==> config.mk <==
export PLATFORM = sky130hd
export DESIGN_NAME = utf8_stream_decoder_core
export DESIGN_NICKNAME = d
export VERILOG_FILES = /design/src/rtl/core/u8sd_pkg.sv /design/src/rtl/core/utf8_stream_decoder_core.sv
export SDC_FILE = /design/constraint.sdc
export NUM_CORES = 1
export LEC_CHECK = 0
export BUFFER_PORTS_ARGS = -buffer_cell sky130_fd_sc_hd__buf_4
export CELL_PAD_IN_SITES_DETAIL_PLACEMENT = 1
export CELL_PAD_IN_SITES_GLOBAL_PLACEMENT = 1
export CORE_UTILIZATION = 49
export CTS_BUF_LIST = sky130_fd_sc_hd__clkbuf_8
export CTS_CLUSTER_DIAMETER = 100
export CTS_CLUSTER_SIZE = 8
export DETAILED_ROUTE_END_ITERATION = 16
export PLACE_DENSITY_LB_ADDON = 0.1
export RECOVER_POWER = 100
export SLEW_MARGIN = 10
export SYNTH_ARGS = -nofsm -noshare
export SYNTH_HDL_FRONTEND = slang
export SYNTH_SLANG_ARGS = --single-unit
==> constraint.sdc <==
create_clock -name i_clk -period 6.8 [get_ports i_clk]
set_input_delay 0.68 -clock i_clk [delete_from_list [all_inputs] [get_ports i_clk]]
set_output_delay 0.68 -clock i_clk [all_outputs]
set_load 0.1 [all_outputs]
==> src/rtl/core/u8sd_pkg.sv <==
// ----------------------------------------------------------------------------
// UTF-8 stream decoder package
// Shared types and constants: result status codes, the result record and
// the lead-byte and overlong thresholds of the six-byte legacy form.
// ----------------------------------------------------------------------------
`default_nettype none

package u8sd_pkg;

    localparam int unsigned CP_W  = 31;   // code point width
    localparam int unsigned LEN_W = 3;    // sequence length width
    localparam int unsigned IN_TDATA_W  = 8;
    localparam int unsigned OUT_TDATA_W = 40;  // 31 + 3 bits, padded to bytes
    localparam int unsigned OUT_TUSER_W = 2;

    // Result status, carried on the master-side tuser.
    typedef enum logic [1:0] {
        ST_DECODED   = 2'd0,
        ST_INVALID   = 2'd1,
        ST_TRUNCATED = 2'd2
    } t_status;

    typedef struct packed {
        logic [CP_W-1:0]  code_point;
        t_status          status;
        logic [LEN_W-1:0] bad_length;
    } t_result;

    // Lowest lead byte of each sequence length, and the first invalid lead byte.
    localparam logic [7:0] LEAD_2   = 8'hC2;
    localparam logic [7:0] LEAD_3   = 8'hE0;
    localparam logic [7:0] LEAD_4   = 8'hF0;
    localparam logic [7:0] LEAD_5   = 8'hF8;
    localparam logic [7:0] LEAD_6   = 8'hFC;
    localparam logic [7:0] LEAD_BAD = 8'hFF;

    // Smallest second byte that is not overlong after the lowest lead.
    localparam logic [7:0] MIN2_3 = 8'hA0;
    localparam logic [7:0] MIN2_4 = 8'h90;
    localparam logic [7:0] MIN2_5 = 8'h88;
    localparam logic [7:0] MIN2_6 = 8'h84;

    // Continuation bytes are 10xxxxxx.
    localparam logic [1:0] CONT_TAG = 2'b10;

endpackage : u8sd_pkg

`default_nettype wire

==> src/rtl/core/utf8_stream_decoder_core.sv <==
// ----------------------------------------------------------------------------
// UTF-8 stream decoder core
// Byte-serial decoder for legacy UTF-8 (up to six bytes) into 31-bit code
// points, with invalid and truncated sequence reporting.
// ----------------------------------------------------------------------------
// Usage:
//   The slave-side stream carries one raw byte per transaction in tdata; tlast
//   marks the final byte of the stream. The master-side stream carries one
//   result per transaction: the code point and the error length in tdata and
//   the status (decoded, invalid, truncated) in tuser.
//   A byte that completes a sequence, an ASCII byte, an invalid lead byte or
//   a byte with tlast set that opens or continues a sequence produces one result; the
//   other bytes of a sequence produce none.
//   Throughput is one byte per cycle while s_axis_tready is high. The result
//   of a byte is presented on the master side from the output register.
//   Decoding is a single pass of shallow logic from the sequence state
//   registers and the incoming byte into the output register.
//   When the receiver stalls, the output register holds its result and a
//   skid register takes one more, so s_axis_tready only drops once both are
//   full; it is driven straight from a register.
//   A synchronous reset (i_rst_n low) abandons any open sequence, empties
//   both output registers and leaves the decoder idle and ready.
// ----------------------------------------------------------------------------
`default_nettype none

module utf8_stream_decoder_core (
    input  wire logic                                i_clk,
    input  wire logic                                i_rst_n,
    // Byte stream in
    input  wire logic                                s_axis_tvalid,
    output      logic                                s_axis_tready,
    input  wire logic [u8sd_pkg::IN_TDATA_W-1:0]     s_axis_tdata,  // [7:0] data_byte
    input  wire logic                                s_axis_tlast,  // end_of_stream
    // Result stream out
    output      logic                                m_axis_tvalid,
    input  wire logic                                m_axis_tready,
    output      logic [u8sd_pkg::OUT_TDATA_W-1:0]    m_axis_tdata,  // [30:0] code_point,
                                                                    // [33:31] bad_length,
                                                                    // [39:34] zero
    output      logic [u8sd_pkg::OUT_TUSER_W-1:0]    m_axis_tuser   // [1:0] status
);

    import u8sd_pkg::*;

    // Sequence state
    logic [7:0]       r_lead,   n_lead;
    logic [7:0]       r_second, n_second;
    logic [CP_W-1:0]  r_acc,    n_acc;
    logic [LEN_W-1:0] r_seen,   n_seen;
    logic [LEN_W-1:0] r_need,   n_need;
    logic             r_cbad,   n_cbad;

    // Output register and skid register
    t_result r_out,  r_skid;
    logic    r_out_valid, r_skid_valid;

    logic       s_accept;
    logic       m_pop;
    logic [7:0] byte_in;
    logic       eos;

    t_result    res;
    logic       res_valid;

    logic [LEN_W-1:0] seen_inc;
    logic             tail_bad;
    logic [7:0]       second_now;
    logic             overlong_ok;

    assign byte_in  = s_axis_tdata;
    assign eos      = s_axis_tlast;
    assign s_accept = s_axis_tvalid && s_axis_tready;
    assign m_pop    = r_out_valid && m_axis_tready;

    assign seen_inc = r_seen + LEN_W'(1);
    // A continuation byte that is not 10xxxxxx spoils the whole sequence.
    assign tail_bad = r_cbad || (byte_in[7:6] != CONT_TAG);
    // The second byte of the sequence once this byte has been taken.
    assign second_now = (r_seen == LEN_W'(1)) ? byte_in : r_second;

    // Overlong check on the lead and the second byte as it stands after this
    // byte has been taken. Only the lowest lead of each length can be overlong.
    always_comb begin
        case (r_need)
            3'd3:    overlong_ok = (r_lead != LEAD_3) || (second_now >= MIN2_3);
            3'd4:    overlong_ok = (r_lead != LEAD_4) || (second_now >= MIN2_4);
            3'd5:    overlong_ok = (r_lead != LEAD_5) || (second_now >= MIN2_5);
            3'd6:    overlong_ok = (r_lead != LEAD_6) || (second_now >= MIN2_6);
            default: overlong_ok = 1'b1;
        endcase
    end

    // Decode of one byte against the sequence state.
    always_comb begin
        n_lead    = r_lead;
        n_second  = r_second;
        n_acc     = r_acc;
        n_seen    = r_seen;
        n_need    = r_need;
        n_cbad    = r_cbad;
        res_valid = 1'b0;
        res       = '{code_point: '0, status: ST_DECODED, bad_length: '0};

        if (r_seen == '0) begin
            if (byte_in[7] == 1'b0) begin
                // ASCII decodes at once.
                res_valid      = 1'b1;
                res.code_point = CP_W'(byte_in);
            end else if (!(byte_in inside {[LEAD_2:LEAD_BAD - 8'd1]})) begin
                // Stray continuation byte, overlong two-byte lead or 0xFF.
                res_valid      = 1'b1;
                res.status     = ST_INVALID;
                res.bad_length = LEN_W'(1);
            end else begin
                n_lead   = byte_in;
                n_second = '0;
                n_cbad   = 1'b0;
                if (byte_in < LEAD_3) begin
                    n_need = 3'd2;
                    n_acc  = CP_W'(byte_in[4:0]);
                end else if (byte_in < LEAD_4) begin
                    n_need = 3'd3;
                    n_acc  = CP_W'(byte_in[3:0]);
                end else if (byte_in < LEAD_5) begin
                    n_need = 3'd4;
                    n_acc  = CP_W'(byte_in[2:0]);
                end else if (byte_in < LEAD_6) begin
                    n_need = 3'd5;
                    n_acc  = CP_W'(byte_in[1:0]);
                end else begin
                    n_need = 3'd6;
                    n_acc  = CP_W'(byte_in[0]);
                end
                if (eos) begin
                    // Stream ends right after a lead byte.
                    n_seen         = '0;
                    res_valid      = 1'b1;
                    res.status     = ST_TRUNCATED;
                    res.bad_length = LEN_W'(1);
                end else begin
                    n_seen = LEN_W'(1);
                end
            end
        end else begin
            n_second = second_now;
            n_cbad   = tail_bad;
            n_acc    = {r_acc[CP_W-7:0], byte_in[5:0]};
            n_seen   = seen_inc;

            if (seen_inc >= r_need) begin
                // Sequence complete: judge it as a whole.
                n_seen    = '0;
                res_valid = 1'b1;
                if (tail_bad || !overlong_ok) begin
                    res.status     = ST_INVALID;
                    res.bad_length = r_need;
                end else begin
                    res.code_point = n_acc;
                end
            end else if (eos) begin
                n_seen         = '0;
                res_valid      = 1'b1;
                res.status     = ST_TRUNCATED;
                res.bad_length = seen_inc;
            end
        end
    end

    // Sequence state registers. Only the control fields need a reset value;
    // the payload fields are always written before they are read.
    always_ff @(posedge i_clk) begin
        if (!i_rst_n) begin
            r_seen <= '0;
            r_need <= '0;
            r_cbad <= 1'b0;
        end else if (s_accept) begin
            r_seen <= n_seen;
            r_need <= n_need;
            r_cbad <= n_cbad;
        end
    end

    always_ff @(posedge i_clk) begin
        if (s_accept) begin
            r_lead   <= n_lead;
            r_second <= n_second;
            r_acc    <= n_acc;
        end
    end

    // Output register with skid stage. The skid register only fills when a
    // new result arrives while the output register is held by the receiver;
    // while it is full no byte is taken, so it drains first.
    always_ff @(posedge i_clk) begin
        if (!i_rst_n) begin
            r_out_valid  <= 1'b0;
            r_skid_valid <= 1'b0;
        end else begin
            if (r_skid_valid) begin
                if (m_pop) begin
                    r_out        <= r_skid;
                    r_skid_valid <= 1'b0;
                end
            end else if (s_accept && res_valid) begin
                if (!r_out_valid || m_pop) begin
                    r_out       <= res;
                    r_out_valid <= 1'b1;
                end else begin
                    r_skid       <= res;
                    r_skid_valid <= 1'b1;
                end
            end else if (m_pop) begin
                r_out_valid <= 1'b0;
            end
        end
    end

    assign s_axis_tready = !r_skid_valid;
    assign m_axis_tvalid = r_out_valid;
    assign m_axis_tdata  = {(OUT_TDATA_W - CP_W - LEN_W)'(0), r_out.bad_length, r_out.code_point};
    assign m_axis_tuser  = r_out.status;

endmodule : utf8_stream_decoder_core

`default_nettype wire

==> results of run 1 <==
routing by layer:
| metal | track usage | vias to the layer above |
|---|---|---|
| met5 | 0 | - |
| met4 | 0.0920 | 0 |
| met3 | 0.0521 | 17 |
| met2 | 0.371 | 87 |
| met1 | 0.341 | 1784 |
| li1 | - | 1695 |
worst max-delay path, delay by kind of cell, from the launching register on:
family / cells / cell delay, ns
buf+inv: 3 / 2.10
compound gates: 2 / 0.82
flops: 1 / 0.49
mux: 1 / 0.31
fa+ha+maj: 1 / 0.26
simple gates: 1 / 0.09
placed cells by master, fill, tap and decap left out, drive strengths merged, types with 6 or more instances in the layout:
cell and count:
a21boi 6, a21oi 16, and2 45, buf 8, clkbuf 64, conb 6, dfxtp 9, edfxtp 110
ha 6, inv 13, mux2i 12, nand2 60, nand2b 9, nand3 8, nor2 15, o21a 10
o21ai 33
final cells by class:
cell class | instances | area share
well taps | 140 | 0.0285
inverters | 9 | 0.00550
clock inverters | 14 | 0.0314
multi-input cells | 288 | 0.291
clock buffers | 17 | 0.0381
repair buffers | 55 | 0.0385
flip-flops and latches | 119 | 0.567
path summary, 6_finish.rpt:
check | startpoint | endpoint | slack [ns] | cells past startpoint
worst max-delay path | r_seen[0]$_SDFFE_PN0P_ | m_axis_tdata[33]$_DFFE_PP_ | 2.30 | 8
worst min-delay path | r_cbad$_SDFFE_PN0P_ | r_cbad$_SDFFE_PN0P_ | 0.50 | 2
worst max register to register | r_seen[0]$_SDFFE_PN0P_ | m_axis_tdata[33]$_DFFE_PP_ | 2.30 | 8
worst min register to register | r_cbad$_SDFFE_PN0P_ | r_cbad$_SDFFE_PN0P_ | 0.50 | 2
power breakdown:
group	internal, mW	total, mW	switching, mW
Clock	0.426	0.709	0.283
Sequential	0.824	0.835	0.0108
Combinational	0.0307	0.190	0.160
metrics by stage:
step	std cells	util
2_1_floorplan	446	-
3_3_place_gp	610	0.545
6_report	642	0.567
3_5_place_dp	610	0.545
4_1_cts	641	0.584
5_1_grt	642	0.567
cells by family after synthesis:
kind of cell | count (synthesis) | share of synthesized area
AND/OR/NAND/NOR | 162 | 0.153
flip-flops | 119 | 0.640
AO/OA/AOI/OAI | 95 | 0.118
buffers and inverters | 39 | 0.0361
multiplexers | 17 | 0.0354
adder cells (fa/ha/maj) | 6 | 0.0138
XOR/XNOR | 2 | 0.00322
other | 1 | 0.000689
state kept, by name, summed over array words and instances (netlist names), 2 cells and up:
signal,cells
r_need,3
r_acc,25
r_second,6
m_axis_tuser,2
r_seen,3
r_lead,7
m_axis_tdata,34
r_skid,36
==> results.md, run 1 <==
* Average wire per cell in the routed design at 19.7 um
* Count of cell types in the netlist at 60
* Global-route wire length before repair at 20500 um
* Detailed-route wire length at 12700 um
* Number of global-route vias before repair at 3654
* Worst slack after detailed placement at 3.08 ns
* Clk_skew at 0.00933 ns
* Post-cts hold buffer count at 0
* Met2 Wirelength at 5870 um
* Failing checks: max-capacitance violations, max-slew violations
* YS warnings at 0
* CTS tree: done
* Max-cap check violation count at 1
* Share of flip-flops with an asynchronous set or reset after synthesis at 0
* Endpoint arrival time on the critical path at 4.55 ns
* HPWL reported at the end of detailed placement at 7780 um
* CTS Buf Count at 17
* Clock Root Buffer: sky130_fd_sc_hd__clkbuf_8
* Critical path class: register to register
* Highest metal used: met4
* Post-Syn Instances at 441
* Area of the core at 10800 um^2
* Worst-case headroom to the max-slew limit at -0.0607
* Routed wire length on met3 at 488 um
* #FFs+latches synth at 119
* CP max FO at 32
* # nets final at 509
* Die X-Extent at 107 um
* Placement Cell Area at 5900 um^2
* Cell accounting for the most synthesized area: sky130_fd_sc_hd__edfxtp_1
* Flip-flop and latch area at 3480 um^2
* Number of antenna-violating nets in the routed design at 0
* Overall power consumption at 1.73 mW
* Smallest hold slack at 0.500 ns
* Worst slew pin tran at 1.58 ns
* Crit path launch type: register
* Clock slew at reported path FFs at 0.07 ns
* Post-synthesis to final-layout area growth at 12.9%
* Unrepaired setup endpoints after global routing: no
* Number of top-level design ports at 57
* Cell Area, Synth at 5440 um^2
* Fin crit period at 4.50 ns
* Starting density of the core at 0.502
* Initial antenna violation count at 0
* Final Hold Vio Count at 0
* Multi-input combinational cell area at 1790 um^2
* Cell at the slowest stage of the critical path: sky130_fd_sc_hd__clkbuf_1
* Height of the die at 107 um
* Number of buffers added for setup after CTS at 0
* Pre-Repair DR Iteration Count at 4
* Max Slew Vio Count at 12
* Leak pwr at 2.14 nW
* Buffer depth of the longest clock path at 2
* Overall fraction of global-route tracks in use at 0.243
* Layout cells sized above 1 at 0.0837
* Worst vdd rail ir drop at 0.142 mV
* CTS resizes at 0
* Run status: finished, violations left
* Peak per-stage delay on the critical path at 1.02 ns
* Setup-failing EPs final at 0
* CP cell instances: inv_1 > ha_1 > nand2b_1 > clkbuf_1 > mux2_1 > o2111ai_1 > a21boi_4 > clkbuf_1
* Area share of the largest cell type after synthesis at 0.607
* Syn Area/Cell at 12.3 um^2
* Vias/cell at 5.58
* Cell type with the highest occurrence count on the critical path: sky130_fd_sc_hd__clkbuf_1
* Total negative setup slack at 0 ns
* Placement Rows at 38
* HP Class: register to register
* H-tree depth at 4
* Setup crit end kind: register
* Leading cell type by number of instances after synthesis: sky130_fd_sc_hd__edfxtp_1
* Leading register cell type out of synthesis: sky130_fd_sc_hd__edfxtp_1
* Clock latency reported for the late side of the worst-skew pair at 0.44 ns
* Crit path setup slack, layout at 2.30 ns
* Power Dens Cells at 282 nW/um^2
* Critical Path RT at 6.85 ns
* Synth top area cells: sky130_fd_sc_hd__edfxtp_1 61%, sky130_fd_sc_hd__and2_1 5.2%, sky130_fd_sc_hd__nand2_1 4.1%
* Die area at 11500 um^2
* Max Freq at 222 MHz
* Met1 WL at 6130 um
* Final weighted congestion in routability-driven placement at 0.823
* DRC violation total after the first TritonRoute iteration at 123
* Aggregate global routing overflow at 0
* Detailed-route via count at 3583
* Share of the yosys chip area belonging to registers at 0.640
* Number of flops mapped to enable cells by yosys at 110
* Tcrit/Tclk final at 0.661
* Fillers at 1162
* Post-Layout Inst Area at 6140 um^2
* Ranking of synthesized cells by instance count: 110 x sky130_fd_sc_hd__edfxtp_1, 60 x sky130_fd_sc_hd__nand2_1, 45 x sky130_fd_sc_hd__and2_1, 26 x sky130_fd_sc_hd__o21ai_1, 16 x sky130_fd_sc_hd__a21oi_1
* Number of I/O port buffers at 50
* Total number of clock tree sinks at 119
* Post-route DRC at 0
* Antenna fix cells at 0
* Pin count of the biggest net entering global routing at 38
Power figures use the tool's default switching activity.
==> run 2, diff against run 1 <==
==> constraint.sdc (replaced) <==
create_clock -name i_clk -period 4.4 [get_ports i_clk]
set_input_delay 0.44 -clock i_clk [delete_from_list [all_inputs] [get_ports i_clk]]
set_output_delay 0.44 -clock i_clk [all_outputs]
set_load 0.1 [all_outputs]
==> results.md, run 2 (synthesized netlist as in run 1, its figures left out) <==
* Final weighted congestion in routability-driven placement at 0.849 (+3.2%)
* Worst-case headroom to the max-slew limit at -0.0328 (+0.0279)
* Setup-failing EPs final at 0 (unchanged)
* Number of global-route vias before repair at 3694 (+1.1%)
* Unrepaired setup endpoints after global routing: no
* Final Hold Vio Count at 0 (unchanged)
* Antenna fix cells at 0 (unchanged)
* Number of antenna-violating nets in the routed design at 0 (unchanged)
* Run status: finished, violations left
* CTS tree: done
* Global-route wire length before repair at 20400 um (-0.10%)
* Layout cells sized above 1 at 0.0871 (+0.00346)
* Overall fraction of global-route tracks in use at 0.241 (-0.00189)
* Worst Reg-to-Reg Cells at 8 (unchanged)
* Worst R2R Setup Slack at 0.86 ns (-1.44 ns)
* Failing checks: max-capacitance violations, max-slew violations
* Number of buffers and inverters on the critical path at 3 (unchanged)
* Global-route track usage on met3 at 0.0515 (-0.000605)
* Cell at the slowest stage of the critical path: sky130_fd_sc_hd__clkbuf_1
* Met2 Usage GRT at 0.369 (-0.00230)
* Pre-Repair DR Iteration Count at 4 (unchanged)
* Max Freq at 283 MHz (+27%)
* H-tree depth at 4 (unchanged)
* Critical Path RT at 4.47 ns (-2.38 ns)
* Number of top-level design ports at 57 (unchanged)
* Most common library cell in the layout ignoring fill and taps: sky130_fd_sc_hd__edfxtp_1
* HPWL reported at the end of detailed placement at 8230 um (+5.9%)
* Tcrit/Tclk final at 0.804 (+0.143)
* Average wire per cell in the routed design at 19.9 um (+0.92%)
* Cells after DPL at 614 (+0.66%)
* CTS Buf Count at 17 (unchanged)
* Peak per-stage delay on the critical path at 1.03 ns (about the same)
* Clock Root Buffer: sky130_fd_sc_hd__clkbuf_8
* Detailed-route wire length at 12900 um (+1.4%)
* Buffer depth of the longest clock path at 2 (unchanged)
* Post-route DRC at 0 (unchanged)
* Overall power consumption at 2.67 mW (+54%)
* Worst slew pin tran at 1.54 ns (-0.0415 ns)
* Clock latency reported for the late side of the worst-skew pair at 0.43 ns (about the same)
* # nets final at 512 (+0.59%)
* Post-Layout Inst Area at 6130 um^2 (-0.12%)
* Post-synthesis to final-layout area growth at 12.7%
* Most used routing layer in global routing: met2
* Clk_skew at 0.0130 ns (+0.00371 ns)
* Total number of clock tree sinks at 119 (unchanged)
* Setup crit end kind: register
* Die X-Extent at 107 um (unchanged)
* Max Slew Vio Count at 12 (unchanged)
* CTS resizes at 0 (unchanged)
* Leak pwr at 2.16 nW (+0.87%)
* CP max FO at 36 (+13%)
* Critical path class: register to register
* Vias/cell at 5.61 (+0.56%)
* Worst path top cell family by delay: buffers and inverters
* Worst r2r dst: m_axis_tdata[0]$_DFFE_PP_
* DRC violation total after the first TritonRoute iteration at 231 (+88%)
* Met1 track demand over resource in global routing at 0.342 (+0.00162)
* Highest-count cells in the layout ignoring fill and taps: 110 x sky130_fd_sc_hd__edfxtp_1, 60 x sky130_fd_sc_hd__nand2_1, 46 x sky130_fd_sc_hd__clkbuf_1, 31 x sky130_fd_sc_hd__and2_0, 30 x sky130_fd_sc_hd__o21ai_0
* Max-cap check violation count at 1 (unchanged)
* Height of the die at 107 um (unchanged)
* Worst vdd rail ir drop at 0.226 mV (+59%)
* HP Class: primary input to register
* Instance count on the critical path at 8 (unchanged)
* Starting density of the core at 0.502 (unchanged)
* Clock slew at reported path FFs at 0.07 ns (about the same)
* Area of the core at 10800 um^2 (unchanged)
* Post-cts hold buffer count at 0 (unchanged)
* Crit path launch type: register
* Die area at 11500 um^2 (unchanged)
* Number of cells in the finished layout apart from fillers at 645 (+0.47%)
* CP cell instances: inv_1 > ha_1 > nand2b_1 > clkbuf_1 > mux2_1 > o2111ai_1 > a21boi_4 > buf_4
* Total negative setup slack at 0 ns (unchanged)
* Detailed-route via count at 3620 (+1.0%)
* Placement Cell Area at 5930 um^2 (+0.51%)
* Aggregate global routing overflow at 0 (unchanged)
* Max reg flops at 36 (unchanged)
* Endpoint of the most critical setup path: m_axis_tdata[0]$_DFFE_PP_
* Endpoint arrival time on the critical path at 3.61 ns (-0.94 ns)
* R2r startpoint: r_seen[0]$_SDFFE_PN0P_
* Power Dens Cells at 436 nW/um^2 (+54%)
* Placement Rows at 38 (unchanged)
* Number of I/O port buffers at 50 (unchanged)
* Number of buffers added for setup after CTS at 0 (unchanged)
* Initial antenna violation count at 0 (unchanged)
* Startpoint of the most critical setup path: r_seen[0]$_SDFFE_PN0P_
* Fin crit period at 3.54 ns (-0.960 ns)
* Pin count of the biggest net entering global routing at 37 (-2.6%)
* Top reg by flops: r_skid
run 2: layout make-up:
cell class | instances | area (um^2)
clock buffers | 17 | 234
clock inverters | 14 | 191
inverters | 9 | 33.8
multi-input cells | 288 | 1760
flip-flops and latches | 119 | 3480
repair buffers | 58 | 260
well taps | 140 | 175
fillers | 1173 | 4710
run 2: worst min-delay path: stages:
cell	delay, ns
sky130_fd_sc_hd__buf_4	0.09
sky130_fd_sc_hd__a21o_1	0.11
sky130_fd_sc_hd__nand2_1	0.05
run 2: report_power, final:
| part | total (mW) | internal [mW] | switching (mW) |
|---|---|---|---|
| Combinational | 0.292 | 0.0477 | 0.244 |
| Clock | 1.09 | 0.657 | 0.431 |
| Sequential | 1.29 | 1.27 | 0.0194 |
run 2: worst min path at each step:
| stage | from | endpoint | slack (ns) | cells after the start |
|---|---|---|---|---|
| after global placement | r_seen[1]$_SDFFE_PN0P_ | r_seen[1]$_SDFFE_PN0P_ | 0.49 | 2 |
| after detailed placement | r_seen[1]$_SDFFE_PN0P_ | r_seen[1]$_SDFFE_PN0P_ | 0.50 | 2 |
| final | m_axis_tready | m_axis_tvalid$_SDFFE_PN0P_ | 0.30 | 3 |
| after CTS | s_axis_tdata[0] | r_acc[0]$_DFFE_PP_ | 0.22 | 1 |
| after global routing | m_axis_tready | m_axis_tvalid$_SDFFE_PN0P_ | 0.30 | 3 |
| after floorplan | r_cbad$_SDFFE_PN0P_ | r_cbad$_SDFFE_PN0P_ | 0.46 | 2 |
run 2: stage by stage:
| step | hold WS [ns] | worst slack [ns] | util |
|---|---|---|---|
| 2_1_floorplan | 0.462 | 0.532 | - |
| 3_3_place_gp | 0.492 | 1.45 | 0.547 |
| 3_5_place_dp | 0.499 | 1.33 | 0.547 |
| 5_1_grt | 0.297 | 0.604 | 0.566 |
| 6_report | 0.298 | 0.862 | 0.566 |
| 4_1_cts | 0.219 | 1.30 | 0.587 |
run 2: metal layers:
| metal | part of all wire | vias up | routed length, um |
|---|---|---|---|
| met2 | 0.47 | 118 | 6000 |
| met5 | 0 | - | 0 |
| met1 | 0.48 | 1789 | 6110 |
| met4 | 0.0089 | 0 | 114 |
| met3 | 0.049 | 13 | 625 |
| li1 | - | 1700 | - |
